$ cat src/rtl/mcb_pkg.sv
// ----------------------------------------------------------------------------
// Mask centroid bearing package
// Shared widths, register indexes, controller states and the command and
// status structs between the controller and the datapath.
// ----------------------------------------------------------------------------
package mcb_pkg;

  // Frame size limits.
  localparam int unsigned MAX_WIDTH  = 1024;
  localparam int unsigned MAX_HEIGHT = 1024;

  // Field and state widths.
  localparam int unsigned SIZE_W    = 11;
  localparam int unsigned ANGLE_W   = 8;
  localparam int unsigned COL_W     = 10;
  localparam int unsigned ROW_W     = 10;
  localparam int unsigned SUM_W     = 30;
  localparam int unsigned CNT_W     = 20;
  localparam int unsigned CENTER_W  = 18;
  localparam int unsigned BEARING_W = 16;

  // Datapath widths for the end-of-frame arithmetic.
  localparam int unsigned PROD_W   = SIZE_W + CNT_W;   // width times count
  localparam int unsigned MAG_W    = 30;               // |2*sum - W*count|
  localparam int unsigned SCALED_W = MAG_W + ANGLE_W;  // magnitude times angle
  localparam int unsigned DIVN_W   = 45;               // dividend
  localparam int unsigned DIVD_W   = 31;               // divisor
  localparam int unsigned QUO_W    = 18;               // quotient bits produced
  localparam int unsigned STEP_W   = 5;                // divider step counter

  // Configuration port.
  localparam int unsigned CFG_IDX_W  = 2;
  localparam int unsigned CFG_DATA_W = SIZE_W;

  localparam logic [CFG_IDX_W-1:0] CFG_FRAME_WIDTH  = 2'd0;
  localparam logic [CFG_IDX_W-1:0] CFG_FRAME_HEIGHT = 2'd1;
  localparam logic [CFG_IDX_W-1:0] CFG_VIEW_ANGLE   = 2'd2;

  localparam logic [SIZE_W-1:0]  RST_FRAME_WIDTH  = 11'd320;
  localparam logic [SIZE_W-1:0]  RST_FRAME_HEIGHT = 11'd240;
  localparam logic [ANGLE_W-1:0] RST_VIEW_ANGLE   = 8'd47;

  // Stream payload widths.
  localparam int unsigned S_TDATA_W = 8;
  localparam int unsigned M_TDATA_W = 56;
  localparam int unsigned M_TUSER_W = 1;

  typedef enum logic [3:0] {
    ST_ACCUM,
    ST_CEN_START,
    ST_CEN_WAIT,
    ST_PROD,
    ST_MAG,
    ST_SCALE,
    ST_BRG_START,
    ST_BRG_WAIT,
    ST_OUT
  } mcb_state_e;

  typedef enum logic {
    DIV_CENTER,
    DIV_BEARING
  } div_sel_e;

  typedef struct packed {
    logic     accept_en;
    logic     div_start;
    div_sel_e div_sel;
    logic     cap_center;
    logic     prod_en;
    logic     mag_en;
    logic     scale_en;
    logic     cap_bearing;
    logic     out_load;
  } ctrl_cmd_t;

  typedef struct packed {
    logic frame_end;
    logic found;
    logic div_busy;
    logic div_done;
    logic out_busy;
  } dp_status_t;

endpackage

$ cat src/rtl/mcb_div.sv
// ----------------------------------------------------------------------------
// Mask centroid bearing divider
// Restoring divider, one quotient bit per cycle, for dividends whose
// quotient is known to fit QUO_W bits.
// ----------------------------------------------------------------------------
module mcb_div
  import mcb_pkg::*;
(
  input  logic              clk_i,
  input  logic              rst_ni,
  input  logic              start_i,
  input  logic [DIVN_W-1:0] dividend_i,
  input  logic [DIVD_W-1:0] divisor_i,
  output logic              busy_o,
  output logic              done_o,
  output logic [QUO_W-1:0]  quotient_o
);

  logic [DIVD_W-1:0] rem_q, rem_d;
  logic [QUO_W-1:0]  nq_q, nq_d;
  logic [DIVD_W-1:0] den_q;
  logic [STEP_W-1:0] step_q, step_d;
  logic              done_q, done_d;
  logic [DIVD_W:0]   trial;
  logic              qbit;

  assign trial = {rem_q, nq_q[QUO_W-1]};
  assign qbit  = (trial >= {1'b0, den_q});

  always_comb begin
    rem_d  = rem_q;
    nq_d   = nq_q;
    step_d = step_q;
    done_d = 1'b0;
    if (start_i) begin
      // The upper dividend bits are below the divisor since the quotient fits.
      rem_d  = DIVD_W'(dividend_i[DIVN_W-1:QUO_W]);
      nq_d   = dividend_i[QUO_W-1:0];
      step_d = STEP_W'(QUO_W);
    end else if (step_q != '0) begin
      rem_d  = qbit ? DIVD_W'(trial - {1'b0, den_q}) : trial[DIVD_W-1:0];
      nq_d   = {nq_q[QUO_W-2:0], qbit};
      step_d = step_q - 1'b1;
      done_d = (step_q == STEP_W'(1));
    end
  end

  always_ff @(posedge clk_i or negedge rst_ni) begin
    if (!rst_ni) begin
      step_q <= '0;
      done_q <= 1'b0;
    end else begin
      step_q <= step_d;
      done_q <= done_d;
    end
  end

  always_ff @(posedge clk_i) begin
    rem_q <= rem_d;
    nq_q  <= nq_d;
    if (start_i) begin
      den_q <= divisor_i;
    end
  end

  assign busy_o     = (step_q != '0);
  assign done_o     = done_q;
  assign quotient_o = nq_q;

endmodule

$ cat src/rtl/mcb_datapath.sv
// ----------------------------------------------------------------------------
// Mask centroid bearing datapath
// Configuration registers, pixel counters, lower-half sums, end-of-frame
// arithmetic around a shared divider, and the result register.
// ----------------------------------------------------------------------------
module mcb_datapath
  import mcb_pkg::*;
(
  input  logic                  clk_i,
  input  logic                  rst_ni,
  input  logic                  cfg_write_i,
  input  logic [CFG_IDX_W-1:0]  cfg_index_i,
  input  logic [CFG_DATA_W-1:0] cfg_data_i,
  input  logic                  pix_valid_i,
  input  logic                  pix_i,
  input  logic                  m_ready_i,
  input  ctrl_cmd_t             cmd_i,
  output dp_status_t            status_o,
  output logic                  m_valid_o,
  output logic                  found_o,
  output logic [CENTER_W-1:0]   center_o,
  output logic [BEARING_W-1:0]  bearing_o,
  output logic [CNT_W-1:0]      count_o
);

  logic [SIZE_W-1:0]  width_cfg_q, height_cfg_q;
  logic [ANGLE_W-1:0] angle_q;
  logic [SIZE_W-1:0]  width_eff, height_eff;

  logic [COL_W-1:0] col_q;
  logic [ROW_W-1:0] row_q;
  logic [SUM_W-1:0] sum_q;
  logic [CNT_W-1:0] cnt_q;

  logic pix_fire, row_end, frame_end, lower_half;

  logic [PROD_W-1:0]   prod_q;
  logic [SUM_W:0]      twice_sum;
  logic [MAG_W-1:0]    mag_q;
  logic                neg_q;
  logic [SCALED_W-1:0] scaled_q;
  logic [CENTER_W-1:0] center_q;
  logic [BEARING_W-1:0] bearing_q;
  logic [BEARING_W-1:0] last_bearing_q;
  logic [BEARING_W-1:0] qmag;

  logic [DIVN_W-1:0] div_num;
  logic [DIVD_W-1:0] div_den;
  logic              div_busy, div_done;
  logic [QUO_W-1:0]  div_quo;

  logic                 m_valid_q;
  logic                 found_q;
  logic [CENTER_W-1:0]  out_center_q;
  logic [BEARING_W-1:0] out_bearing_q;
  logic [CNT_W-1:0]     out_count_q;

  // Configuration registers; index three is not a register and is dropped.
  always_ff @(posedge clk_i or negedge rst_ni) begin
    if (!rst_ni) begin
      width_cfg_q  <= RST_FRAME_WIDTH;
      height_cfg_q <= RST_FRAME_HEIGHT;
      angle_q      <= RST_VIEW_ANGLE;
    end else if (cfg_write_i) begin
      case (cfg_index_i)
        CFG_FRAME_WIDTH:  width_cfg_q  <= cfg_data_i;
        CFG_FRAME_HEIGHT: height_cfg_q <= cfg_data_i;
        CFG_VIEW_ANGLE:   angle_q      <= cfg_data_i[ANGLE_W-1:0];
        default: ;
      endcase
    end
  end

  always_comb begin
    if (width_cfg_q == '0) begin
      width_eff = SIZE_W'(1);
    end else if (width_cfg_q > SIZE_W'(MAX_WIDTH)) begin
      width_eff = SIZE_W'(MAX_WIDTH);
    end else begin
      width_eff = width_cfg_q;
    end
    if (height_cfg_q == '0) begin
      height_eff = SIZE_W'(1);
    end else if (height_cfg_q > SIZE_W'(MAX_HEIGHT)) begin
      height_eff = SIZE_W'(MAX_HEIGHT);
    end else begin
      height_eff = height_cfg_q;
    end
  end

  // Pixel counters and lower-half accumulation.
  assign pix_fire   = cmd_i.accept_en && pix_valid_i;
  assign lower_half = ({1'b0, row_q} >= {1'b0, height_eff[SIZE_W-1:1]});
  assign row_end    = ({1'b0, col_q} >= (width_eff - 1'b1));
  assign frame_end  = row_end && ({1'b0, row_q} >= (height_eff - 1'b1));

  always_ff @(posedge clk_i or negedge rst_ni) begin
    if (!rst_ni) begin
      col_q <= '0;
      row_q <= '0;
      sum_q <= '0;
      cnt_q <= '0;
    end else begin
      if (pix_fire) begin
        if (!row_end) begin
          col_q <= col_q + 1'b1;
        end else begin
          col_q <= '0;
          row_q <= frame_end ? '0 : row_q + 1'b1;
        end
      end
      if (cmd_i.out_load) begin
        sum_q <= '0;
        cnt_q <= '0;
      end else if (pix_fire && pix_i && lower_half) begin
        sum_q <= sum_q + SUM_W'(col_q);
        cnt_q <= cnt_q + 1'b1;
      end
    end
  end

  // End-of-frame arithmetic, one operation per cycle.
  assign twice_sum = {sum_q, 1'b0};

  always_ff @(posedge clk_i) begin
    if (cmd_i.prod_en) begin
      prod_q <= width_eff * cnt_q;
    end
    if (cmd_i.mag_en) begin
      if ({1'b0, twice_sum} >= prod_q) begin
        mag_q <= MAG_W'({1'b0, twice_sum} - prod_q);
        neg_q <= 1'b0;
      end else begin
        mag_q <= MAG_W'(prod_q - {1'b0, twice_sum});
        neg_q <= 1'b1;
      end
    end
    if (cmd_i.scale_en) begin
      scaled_q <= mag_q * angle_q;
    end
    if (cmd_i.cap_center) begin
      center_q <= div_quo;
    end
    if (cmd_i.cap_bearing) begin
      bearing_q <= neg_q ? BEARING_W'(16'd0 - qmag) : qmag;
    end
  end

  assign qmag = (div_quo > QUO_W'(16'h7FFF)) ? 16'h7FFF : div_quo[BEARING_W-1:0];

  // Center: (256*sum + count/2) / count.
  // Bearing: (256*V*|2*sum - W*count| + W*count) / (2*W*count).
  always_comb begin
    if (cmd_i.div_sel == DIV_CENTER) begin
      div_num = DIVN_W'({sum_q, 8'd0}) + DIVN_W'(cnt_q[CNT_W-1:1]);
      div_den = DIVD_W'(cnt_q);
    end else begin
      div_num = {scaled_q[DIVN_W-9:0], 8'd0} + DIVN_W'(prod_q[PROD_W-2:0]);
      div_den = {prod_q[PROD_W-2:0], 1'b0};
    end
  end

  mcb_div u_div (
    .clk_i      (clk_i),
    .rst_ni     (rst_ni),
    .start_i    (cmd_i.div_start),
    .dividend_i (div_num),
    .divisor_i  (div_den),
    .busy_o     (div_busy),
    .done_o     (div_done),
    .quotient_o (div_quo)
  );

  // Result register and remembered bearing.
  always_ff @(posedge clk_i or negedge rst_ni) begin
    if (!rst_ni) begin
      m_valid_q      <= 1'b0;
      last_bearing_q <= '0;
    end else begin
      if (cmd_i.out_load) begin
        m_valid_q <= 1'b1;
        if (cnt_q != '0) begin
          last_bearing_q <= bearing_q;
        end
      end else if (m_ready_i) begin
        m_valid_q <= 1'b0;
      end
    end
  end

  always_ff @(posedge clk_i) begin
    if (cmd_i.out_load) begin
      if (cnt_q != '0) begin
        found_q       <= 1'b1;
        out_center_q  <= center_q;
        out_bearing_q <= bearing_q;
        out_count_q   <= cnt_q;
      end else begin
        found_q       <= 1'b0;
        out_center_q  <= '0;
        out_bearing_q <= last_bearing_q;
        out_count_q   <= '0;
      end
    end
  end

  // The last pixel of the frame is counted at the same edge, so it is
  // included here directly.
  assign status_o.frame_end = pix_fire && frame_end;
  assign status_o.found     = (cnt_q != '0) || (pix_i && lower_half);
  assign status_o.div_busy  = div_busy;
  assign status_o.div_done  = div_done;
  assign status_o.out_busy  = m_valid_q && !m_ready_i;

  assign m_valid_o = m_valid_q;
  assign found_o   = found_q;
  assign center_o  = out_center_q;
  assign bearing_o = out_bearing_q;
  assign count_o   = out_count_q;

endmodule

$ cat src/rtl/mcb_ctrl.sv
// ----------------------------------------------------------------------------
// Mask centroid bearing controller
// Sequences pixel intake and the end-of-frame center and bearing divisions.
// ----------------------------------------------------------------------------
module mcb_ctrl
  import mcb_pkg::*;
(
  input  logic       clk_i,
  input  logic       rst_ni,
  input  dp_status_t status_i,
  output ctrl_cmd_t  cmd_o
);

  mcb_state_e state_q, state_d;

  always_comb begin
    state_d = state_q;
    case (state_q)
      ST_ACCUM: begin
        if (status_i.frame_end) begin
          state_d = status_i.found ? ST_CEN_START : ST_OUT;
        end
      end
      ST_CEN_START: state_d = ST_CEN_WAIT;
      ST_CEN_WAIT: begin
        if (status_i.div_done) begin
          state_d = ST_PROD;
        end
      end
      ST_PROD:      state_d = ST_MAG;
      ST_MAG:       state_d = ST_SCALE;
      ST_SCALE:     state_d = ST_BRG_START;
      ST_BRG_START: state_d = ST_BRG_WAIT;
      ST_BRG_WAIT: begin
        if (status_i.div_done) begin
          state_d = ST_OUT;
        end
      end
      ST_OUT: begin
        if (!status_i.out_busy) begin
          state_d = ST_ACCUM;
        end
      end
      default: state_d = ST_ACCUM;
    endcase
  end

  always_comb begin
    cmd_o = '0;
    cmd_o.div_sel = DIV_CENTER;
    case (state_q)
      ST_ACCUM:     cmd_o.accept_en = 1'b1;
      ST_CEN_START: cmd_o.div_start = 1'b1;
      ST_CEN_WAIT:  cmd_o.cap_center = status_i.div_done;
      ST_PROD:      cmd_o.prod_en = 1'b1;
      ST_MAG:       cmd_o.mag_en = 1'b1;
      ST_SCALE:     cmd_o.scale_en = 1'b1;
      ST_BRG_START: begin
        cmd_o.div_start = 1'b1;
        cmd_o.div_sel   = DIV_BEARING;
      end
      ST_BRG_WAIT: begin
        cmd_o.div_sel     = DIV_BEARING;
        cmd_o.cap_bearing = status_i.div_done;
      end
      ST_OUT:       cmd_o.out_load = !status_i.out_busy;
      default: ;
    endcase
  end

  always_ff @(posedge clk_i or negedge rst_ni) begin
    if (!rst_ni) begin
      state_q <= ST_ACCUM;
    end else begin
      state_q <= state_d;
    end
  end

`ifndef SYNTHESIS
  a_stall_after_frame: assert property (@(posedge clk_i) disable iff (!rst_ni)
    status_i.frame_end |=> !cmd_o.accept_en)
    else $error("pixel intake not stopped after frame end");

  a_load_when_free: assert property (@(posedge clk_i) disable iff (!rst_ni)
    cmd_o.out_load |-> !status_i.out_busy)
    else $error("result register overwritten while held");

  a_start_when_idle: assert property (@(posedge clk_i) disable iff (!rst_ni)
    cmd_o.div_start |-> !status_i.div_busy)
    else $error("divider started while busy");

  a_done_expected: assert property (@(posedge clk_i) disable iff (!rst_ni)
    status_i.div_done |-> (state_q == ST_CEN_WAIT || state_q == ST_BRG_WAIT))
    else $error("divider finished outside a wait state");
`endif

endmodule

$ cat src/rtl/mask_centroid_bearing.sv
// ----------------------------------------------------------------------------
// Mask centroid bearing
// Horizontal centroid and bearing angle of the lower half of a binary mask.
// ----------------------------------------------------------------------------
// Pixels of a thresholded mask enter one word per clock in raster order on the
// slave stream, with the pixel in bit 0 of tdata. The block counts columns and
// rows itself against the frame_width and frame_height registers (clamped to
// 1..1024) and, for set pixels in rows at or below half the height, sums the
// column index and counts the pixels. After the last pixel of a frame it
// emits one result word: the centroid column in Q8, the bearing in degrees Q8
// computed as (centroid - width/2) * view_angle / width rounded to nearest,
// and the pixel count, with tuser flagging whether any pixel was found. A
// frame without pixels reports zeros and repeats the last bearing. Pixels are
// taken at one per cycle during a frame. After the last pixel of a frame with
// pixels the intake stops while one shared restoring divider produces the
// center and then the bearing at one quotient bit per cycle (18 steps each)
// with a multiply, a subtract and a multiply between them; a frame without
// pixels stops intake only in the output state. A result waiting in the output
// register does not hold up the next frame's pixels, but the next frame's
// result is not loaded, nor intake resumed, until the previous one is taken.
// ----------------------------------------------------------------------------
module mask_centroid_bearing
  import mcb_pkg::*;
(
  input  logic                  clk_i,
  input  logic                  rst_ni,

  // Configuration write channel.
  input  logic                  cfg_valid_i,
  output logic                  cfg_ready_o,
  input  logic [CFG_IDX_W-1:0]  cfg_index_i,
  input  logic [CFG_DATA_W-1:0] cfg_data_i,

  // Pixel stream.
  input  logic                  s_axis_tvalid,
  output logic                  s_axis_tready,
  input  logic [S_TDATA_W-1:0]  s_axis_tdata,   // [0] mask_pixel, [7:1] zero

  // Result stream.
  output logic                  m_axis_tvalid,
  input  logic                  m_axis_tready,
  // [17:0] center_column_q8, [33:18] bearing_q8, [53:34] hit_count,
  // [55:54] zero
  output logic [M_TDATA_W-1:0]  m_axis_tdata,
  output logic [M_TUSER_W-1:0]  m_axis_tuser    // [0] target_found
);

  ctrl_cmd_t  cmd;
  dp_status_t status;

  logic                 found;
  logic [CENTER_W-1:0]  center_column_q8;
  logic [BEARING_W-1:0] bearing_q8;
  logic [CNT_W-1:0]     hit_count;

  // Registers can be written at any time; writes are expected only when idle.
  assign cfg_ready_o = 1'b1;

  mcb_ctrl u_ctrl (
    .clk_i    (clk_i),
    .rst_ni   (rst_ni),
    .status_i (status),
    .cmd_o    (cmd)
  );

  mcb_datapath u_datapath (
    .clk_i       (clk_i),
    .rst_ni      (rst_ni),
    .cfg_write_i (cfg_valid_i && cfg_ready_o),
    .cfg_index_i (cfg_index_i),
    .cfg_data_i  (cfg_data_i),
    .pix_valid_i (s_axis_tvalid),
    .pix_i       (s_axis_tdata[0]),
    .m_ready_i   (m_axis_tready),
    .cmd_i       (cmd),
    .status_o    (status),
    .m_valid_o   (m_axis_tvalid),
    .found_o     (found),
    .center_o    (center_column_q8),
    .bearing_o   (bearing_q8),
    .count_o     (hit_count)
  );

  assign s_axis_tready = cmd.accept_en;
  assign m_axis_tdata  = {2'b00, hit_count, bearing_q8, center_column_q8};
  assign m_axis_tuser  = found;

endmodule
$ cat config.mk
export PLATFORM = sky130hd
export DESIGN_NAME = mask_centroid_bearing
export DESIGN_NICKNAME = d
export VERILOG_FILES = /design/src/rtl/mcb_pkg.sv /design/src/rtl/mcb_div.sv /design/src/rtl/mcb_datapath.sv /design/src/rtl/mcb_ctrl.sv /design/src/rtl/mask_centroid_bearing.sv
export SDC_FILE = /design/constraint.sdc
export NUM_CORES = 2
export LEC_CHECK = 0
export BUFFER_PORTS_ARGS = -buffer_cell sky130_fd_sc_hd__clkbuf_2
export CAP_MARGIN = 20
export CORE_MARGIN = 4
export CORE_UTILIZATION = 53
export CTS_BUF_LIST = sky130_fd_sc_hd__clkbuf_4 sky130_fd_sc_hd__clkbuf_8
export CTS_CLUSTER_DIAMETER = 150
export DETAILED_ROUTE_END_ITERATION = 16
export PLACE_DENSITY = 0.73
export SLEW_MARGIN = 20
export SYNTH_ARGS = -nofsm -noshare
export SYNTH_HDL_FRONTEND = slang
export SYNTH_SLANG_ARGS = --single-unit
export TNS_END_PERCENT = 20
$ cat constraint.sdc
create_clock -name clk_i -period 11.6 [get_ports clk_i]
set_clock_uncertainty 0.15 [all_clocks]
set_input_delay 2.32 -clock clk_i [delete_from_list [all_inputs] [get_ports clk_i]]
set_output_delay 2.32 -clock clk_i [all_outputs]
set_load 0.05 [all_outputs]
# After elaboration in Yosys (flattened, before gate mapping)
# Index checks and enable logic that the tools add are counted.
[word_totals] register_bits=395 input_bits=26 out_inout_bits=60 word_cells=136
[classes] n_addsub=13 mul=2 magnitude_cmp=8 n_eq_ne=15 n_mux=44 n_reduce_logical=26
[ops] operator="30-bit two-way mux" n=3
[ops] operator="20-bit two-way mux" n=3
[ops] operator="30-bit subtractor" n=2
[ops] operator="27-bit two-way mux" n=2
[ops] operator="16-bit two-way mux" n=3
[ops] operator="45-bit by 30-bit adder with 45-bit output" n=1
[ops] operator="45-bit two-way mux" n=1
[ops] operator="11-bit two-way mux" n=4
[ops] operator="38-bit by 19-bit adder with 39-bit output" n=1
[ops] operator="30-bit by 8-bit multiplier with 37-bit output" n=1
[ops] operator="18-bit two-way mux" n=2
[ops] operator="4-bit case mux with 9 select lines" n=1
[ops] operator="32-bit by 31-bit greater-or-equal comparator with 1-bit output" n=1
[ops] operator="31-bit greater-or-equal comparator" n=1
[ops] operator="11-bit by 20-bit multiplier with 31-bit output" n=1
[ops] operator="31-bit two-way mux" n=1
[ops] operator="31-bit subtractor" n=1
[ops] operator="30-bit by 10-bit adder with 30-bit output" n=1
[ops] operator="10-bit by 11-bit greater-or-equal comparator with 1-bit output" n=2
[ops] operator="11-bit greater-than comparator, second input constant" n=2
[ops] operator="11-bit zero test" n=2
[ops] operator="11-bit by 1-bit subtractor with 11-bit output, second input constant" n=2
[ops] operator="10-bit by 1-bit adder with 10-bit output, second input constant" n=2
[ops] operator="20-bit by 1-bit adder with 20-bit output, second input constant" n=1
[ops] operator="other kinds (28)" n=67

# Longest topological paths before layout
[logic_depth] word_depth=9 mapped_depth=25 depth_no_buf=25

# By module
# A second synthesis with hierarchy kept.
[unflattened] cells_unflattened=4042 hier_area_um2=38514.4
[modules_own_cells] module="mcb_datapath" instances=1 cells_each=3519 area_each_um2=32839.0 seq_area_each_um2=8587.0
[modules_own_cells] module="mcb_div" instances=1 cells_each=483 area_each_um2=5352.6 seq_area_each_um2=2512.4
[modules_own_cells] module="mcb_ctrl" instances=1 cells_each=35 area_each_um2=292.8 seq_area_each_um2=100.1
[modules_own_cells] module="mask_centroid_bearing" instances=1 cells_each=5 area_each_um2=30.0 seq_area_each_um2=0.0

# Worst setup path after synthesis
# Ideal clock, no wire load.
[synth_timing] kind="register -> register" from="register u_datapath.width_cfg_q[10]" to="register u_datapath.prod_q[30], data pin" t_arrival_ns=6.104 required_ns=11.190 path_slack_ns=5.086 stages_incl_launch_ff=23 path_buffers=2 period_less_slack_ns=6.514 path_cell_list="dfrtp_1 > clkbuf_1 > nor2b_1 > clkbuf_1 > nand2_1 > fa_1 > fa_1 > fa_1 > inv_1 > fa_1 > inv_1 > fa_1 > inv_1 > ha_1 > or4_4 > o31ai_4 > o221ai_2 > o41ai_4 > a31oi_2 > a2111oi_2 > o21bai_1 > a21oi_1 > xnor2_1"
[synth_between] elab_chain_len=4
[synth_lines] element="start: declaration" line="mcb_datapath.sv:26" text="logic [SIZE_W-1:0] width_cfg_q, height_cfg_q;"
[synth_lines] element="start signal: assignment" line="mcb_datapath.sv:66" text="CFG_FRAME_WIDTH: width_cfg_q <= cfg_data_i;"
[synth_lines] element="11-bit greater-than comparator" line="mcb_datapath.sv:77" text="end else if (width_cfg_q > SIZE_W'(MAX_WIDTH)) begin"
[synth_lines] element="11-bit two-way mux" line="mcb_datapath.sv:77"
[synth_lines] element="11-bit two-way mux *" line="mcb_datapath.sv:75" text="if (width_cfg_q == '0) begin"
[synth_lines] element="11-bit by 20-bit multiplier with 31-bit output *" line="mcb_datapath.sv:127" text="prod_q <= width_eff * cnt_q;"
[synth_lines] element="end signal: assignment" line="mcb_datapath.sv:127"
[synth_lines] element="end: declaration" line="mcb_datapath.sv:37" text="logic [PROD_W-1:0] prod_q;"
# Mark *: on every way between the ends. The rest lies on a longest branch, timed or not.
# A chain may end at the register's enable or synchronous reset.

# Worst setup path after layout
[layout_timing] from="register u_datapath.cnt_q[2]" to="register u_datapath.prod_q[30], data pin"
[layout_between] elab_chain_len=1
[layout_lines] element="start: declaration" line="mcb_datapath.sv:33" text="logic [CNT_W-1:0] cnt_q;"
[layout_lines] element="start signal: assignment" line="mcb_datapath.sv:117" text="cnt_q <= cnt_q + 1'b1;"
[layout_lines] element="11-bit by 20-bit multiplier with 31-bit output" line="mcb_datapath.sv:127"
# No other way between the ends.

==> metrics.md <==
| Metric | Value |
|---|---|
| Status | `completed` |
| DP Wirelength | `between 70,000 and 80,000 µm` |
| R2R Setup Slk | `~4500 ps` |
| Power Dens Cells | `between 90 and 100 mW/mm²` |
| Largest family of logic cells by synthesized area | `adder cells` |
| Post-CTS resize count | `0` |
| Slowest cell on the critical path | `dfrtp_1` |
| F_max | `0.142 GHz` |
| Clock root buffer | `clkbuf_8` |
| Initial antenna violation count | `1` |
| Hold buffers post-CTS | `0` |
| DR vias | `a little under 30,000` |
| Worst-Skew Late Latency | `roughly 670 ps` |
| Full die area | `~0.076 mm²` |
| Global-route wire length before repair | `roughly 160,000 µm` |
| Area of the multi-input gates | `~0.024 mm²` |
| Post-CTS Setup Repair Bufs | `0` |
| DRT iter0 DRCs | `between 2,000 and 2,500` |
| Residual DRC | `0` |
| Worst Setup End Kind | `register` |
| Post-synth top flop | `edfxtp_1` |
| Final Critical Period | `just over 7000 ps` |
| Crit path DAT | `about 7300 ps` |
| Post-synth EDFFs | `between 200 and 300` |
| Syn Inst Count | `between 4,000 and 5,000` |
| Worst hold path type | `reg2reg` |
| Clock sinks | `a little under 400` |
| Critical-path cell list | `clkinv_1, nor2_1, fa_1, fa_1, fa_1, fa_1, inv_1, fa_1, inv_1, ha_1, a21o_1, a221oi_2, o221ai_2, o41ai_4, a31oi_2, a2111oi_2, o21bai_1, a21oi_1, xnor2_1` |
| Clk slew on worst S/H paths | `roughly 60 ps` |
| Vias in the first global route | `~29,000` |
| Antenna viol nets, final | `0` |
| DR pass1 iterations | `6` |
| Multiplexer share of the synthesized area | `2.45%` |
| Total CTS buffers | `71` |
| I/O pin count | `86` |
| Gr ovfl total | `0` |
| Die Span Y | `275 µm` |
| MaxCap Viol Count | `0` |
| Post-synthesis adder-cell area fraction | `27.5%` |
| Fin worst setup slack | `about 4500 ps` |
| RSZ-0062 raised after global routing | `false` |
| Post-synthesis average cell area | `9.36 µm²` |
| Synth Register Bits | `between 300 and 400` |
| Synth Area in Simple Gates | `around 16%` |
| CP max FO | `12` |
| Slew margin rel. | `18.4%` |
| H-tree depth | `3` |
| Vias/cell | `5.73` |
| FF+latch area | `~0.011 mm²` |
| Sequential-to-total area share from yosys stat | `29.6%` |
| Fin util | `57.8%` |
| Synth Area in Compound Gates | `between 10% and 20%` |
| Row count | `between 90 and 100` |
| Slew Limit Fails | `0` |
| Starting density of the core | `53.8%` |
| Max incr delay on CP | `640 ps` |
| Post-Synthesis Cell Area | `between 0.03 and 0.04 mm²` |
| VDD IR max | `0.0728 mV` |
| Share of cells above drive strength 1 | `under 10%` |
| Startpoint class of the critical path | `register` |
| P_leak | `18.5 nW` |
| GR Util All Layers | `a little over a quarter` |
| Area Growth Syn to Fin | `7.42%` |
| Fin. Hold Viols | `0` |
| NumNets Final | `about 4,700` |
| Post-Synth XOR/XNOR Area | `around 5.1%` |
| Yosys cell types | `89` |
| Crit share post-route | `between 60% and 70%` |
| CTS tree | `built` |
| RD Place Congestion | `around 0.97` |
| WS Path Type | `reg2reg` |
| Port bufs | `75` |
| Core Region | `0.0704 mm²` |
| Final wirelength | `97,500 µm` |
| Final setup TNS | `0 ps` |
| Die X | `around 280 µm` |
| Syn. warnings | `0` |
| Pre-CTS setup slack | `between 4000 and 5000 ps` |
| Setup violators final | `0` |
| Share of synthesized registers carrying an async set or reset | `about 32%` |
| Filler cells | `6,067` |
| CTS max path bufs | `3` |
| Pin count of the biggest net entering global routing | `91` |
| WP data required | `approximately 12,000 ps` |
| Worst-Margin Slew | `~1200 ps` |
| Critical path's most frequent cell | `fa_1` |
| Wire per inst | `19.3 µm` |
-- registers in the layout, indices dropped and copies added (netlist names), 20 cells and up --
signal	cells
u_datapath.cnt_q	20
u_datapath.sum_q	30
u_datapath.mag_q	30
u_datapath.u_div.den_q	31
u_datapath.scaled_q	37
u_datapath.count_o	20
u_datapath.prod_q	31
u_datapath.u_div.rem_q	31
-- metal layers --
metal  vias up  share of wire [%]  track usage [%]
met5         -                  0                0
met4         0                3.3             8.65
met3       222                6.5             4.05
met2       933                 48             44.1
met1     14300                 42             34.7
li1      13500                  -                -
-- through the flow --
step | hold slack, ps | cells | area [µm²] | total power, W
finish | 320 | 5053 | 40700 | 0.00376
global route | 349 | 5053 | 40700 | 0.00396
global placement | 302 | 4920 | 39100 | 0.00229
floorplan | 290 | 4048 | 37900 | 0.00211
CTS | 322 | 5052 | 40700 | 0.00379
detailed placement | 307 | 4920 | 39100 | 0.00231
-- cell type report --
type,count,area share [%]
antenna,1,0.00615
clock buffer,101,3.06
clock inverter,31,0.888
inverter,507,4.68
multi-input combinational,2961,59.3
sequential,395,27.5
tap,940,2.89
timing repair buffer,117,1.71
-- critical path, delay by kind of cell, from the launching register on --
kind                       cells  cell delay (ps)
AOI/OAI and AO/OA              8             2100
buffers and inverters          3              580
xor gates and xnor gates       1               70
adders and majority gates      6             2970
DFF                            1              640
and+or+nand+nor                1              280
-- placed cells by master, fill, tap and decap left out, types with 24 or more instances in the layout --
cell type	n
a211oi_1	24
a21o_1	95
a21oi_1	196
and2_1	189
and3_1	29
buf_4	42
clkbuf_2	74
clkbuf_8	78
dfrtp_1	116
edfxtp_1	264
fa_1	334
ha_1	297
inv_1	504
mux2_2	49
mux2i_1	32
nand2_1	538
nand2b_1	43
nand3_1	58
nand4_1	30
nor2_1	209
nor2b_1	56
nor3_1	41
o21a_1	24
o21ai_0	172
o21ai_1	27
o21bai_1	27
or3_1	37
xnor2_1	159
xor2_1	63
-- path summary, 6_finish.rpt --
check / startpoint / end / cells after the start
setup / recovery: u_datapath.cnt_q[2]$_DFFE_PN0P_ / u_datapath.prod_q[30]$_DFFE_PN_ / 19
hold / removal: u_datapath.last_bearing_q[1]$_DFFE_PN0P_ / u_datapath.last_bearing_q[1]$_DFFE_PN0P_ / 2
setup reg to reg: u_datapath.cnt_q[2]$_DFFE_PN0P_ / u_datapath.prod_q[30]$_DFFE_PN_ / 19
hold reg to reg: u_datapath.last_bearing_q[1]$_DFFE_PN0P_ / u_datapath.last_bearing_q[1]$_DFFE_PN0P_ / 2
max in group asynchronous: rst_ni / u_datapath.angle_q[7]$_DFFE_PN0P_ / 2
min in group asynchronous: rst_ni / u_datapath.last_bearing_q[11]$_DFFE_PN0P_ / 1
-- Yosys cell counts, types with 21 or more instances --
cell type	instances	share of area, %
o21ai_1	27	0.36
a21o_1	95	1.9
and2_1	189	3.1
edfxtp_1	264	21
o21ai_0	172	2.3
xnor2_1	159	3.7
nand3_1	58	0.77
or3_1	37	0.61
dfrtp_1	116	7.7
mux2_2	49	1.5
a211oi_1	24	0.48
and3_1	29	0.48
xor2_1	63	1.5
ha_1	297	9.8
o21bai_1	27	0.53
clkbuf_1	160	1.6
nand2b_1	44	0.73
nor3_1	44	0.58
a31oi_1	21	0.35
nand2_1	539	5.3
a21oi_1	196	2.6
inv_1	506	5.0
nor2_1	210	2.1
mux2i_1	32	0.85
nand4_1	30	0.50
nor2b_1	57	0.94
o21a_1	24	0.48
fa_1	334	18
-- report_power, final --
| part | total [W] | leakage, nW | internal, W | switching [W] |
|---|---|---|---|---|
| Clock | 0.00148 | 0.840 | 0.000860 | 0.000619 |
| Combinational | 0.000668 | 13.8 | 0.000269 | 0.000399 |
| Sequential | 0.00161 | 3.93 | 0.00155 | 0.0000691 |
-- logic make-up (layout without fill, tap and decap cells) --
| group | after synthesis | count (layout) |
|---|---|---|
| simple gates | 1298 | 1298 |
| flops | 395 | 395 |
| compound gates | 721 | 721 |
| xor+xnor | 222 | 222 |
| other cells | 2 | 4 |
| fa+ha+maj | 631 | 631 |
| mux | 86 | 86 |
| buf+inv | 692 | 756 |
(Power assumes the default switching activity.)
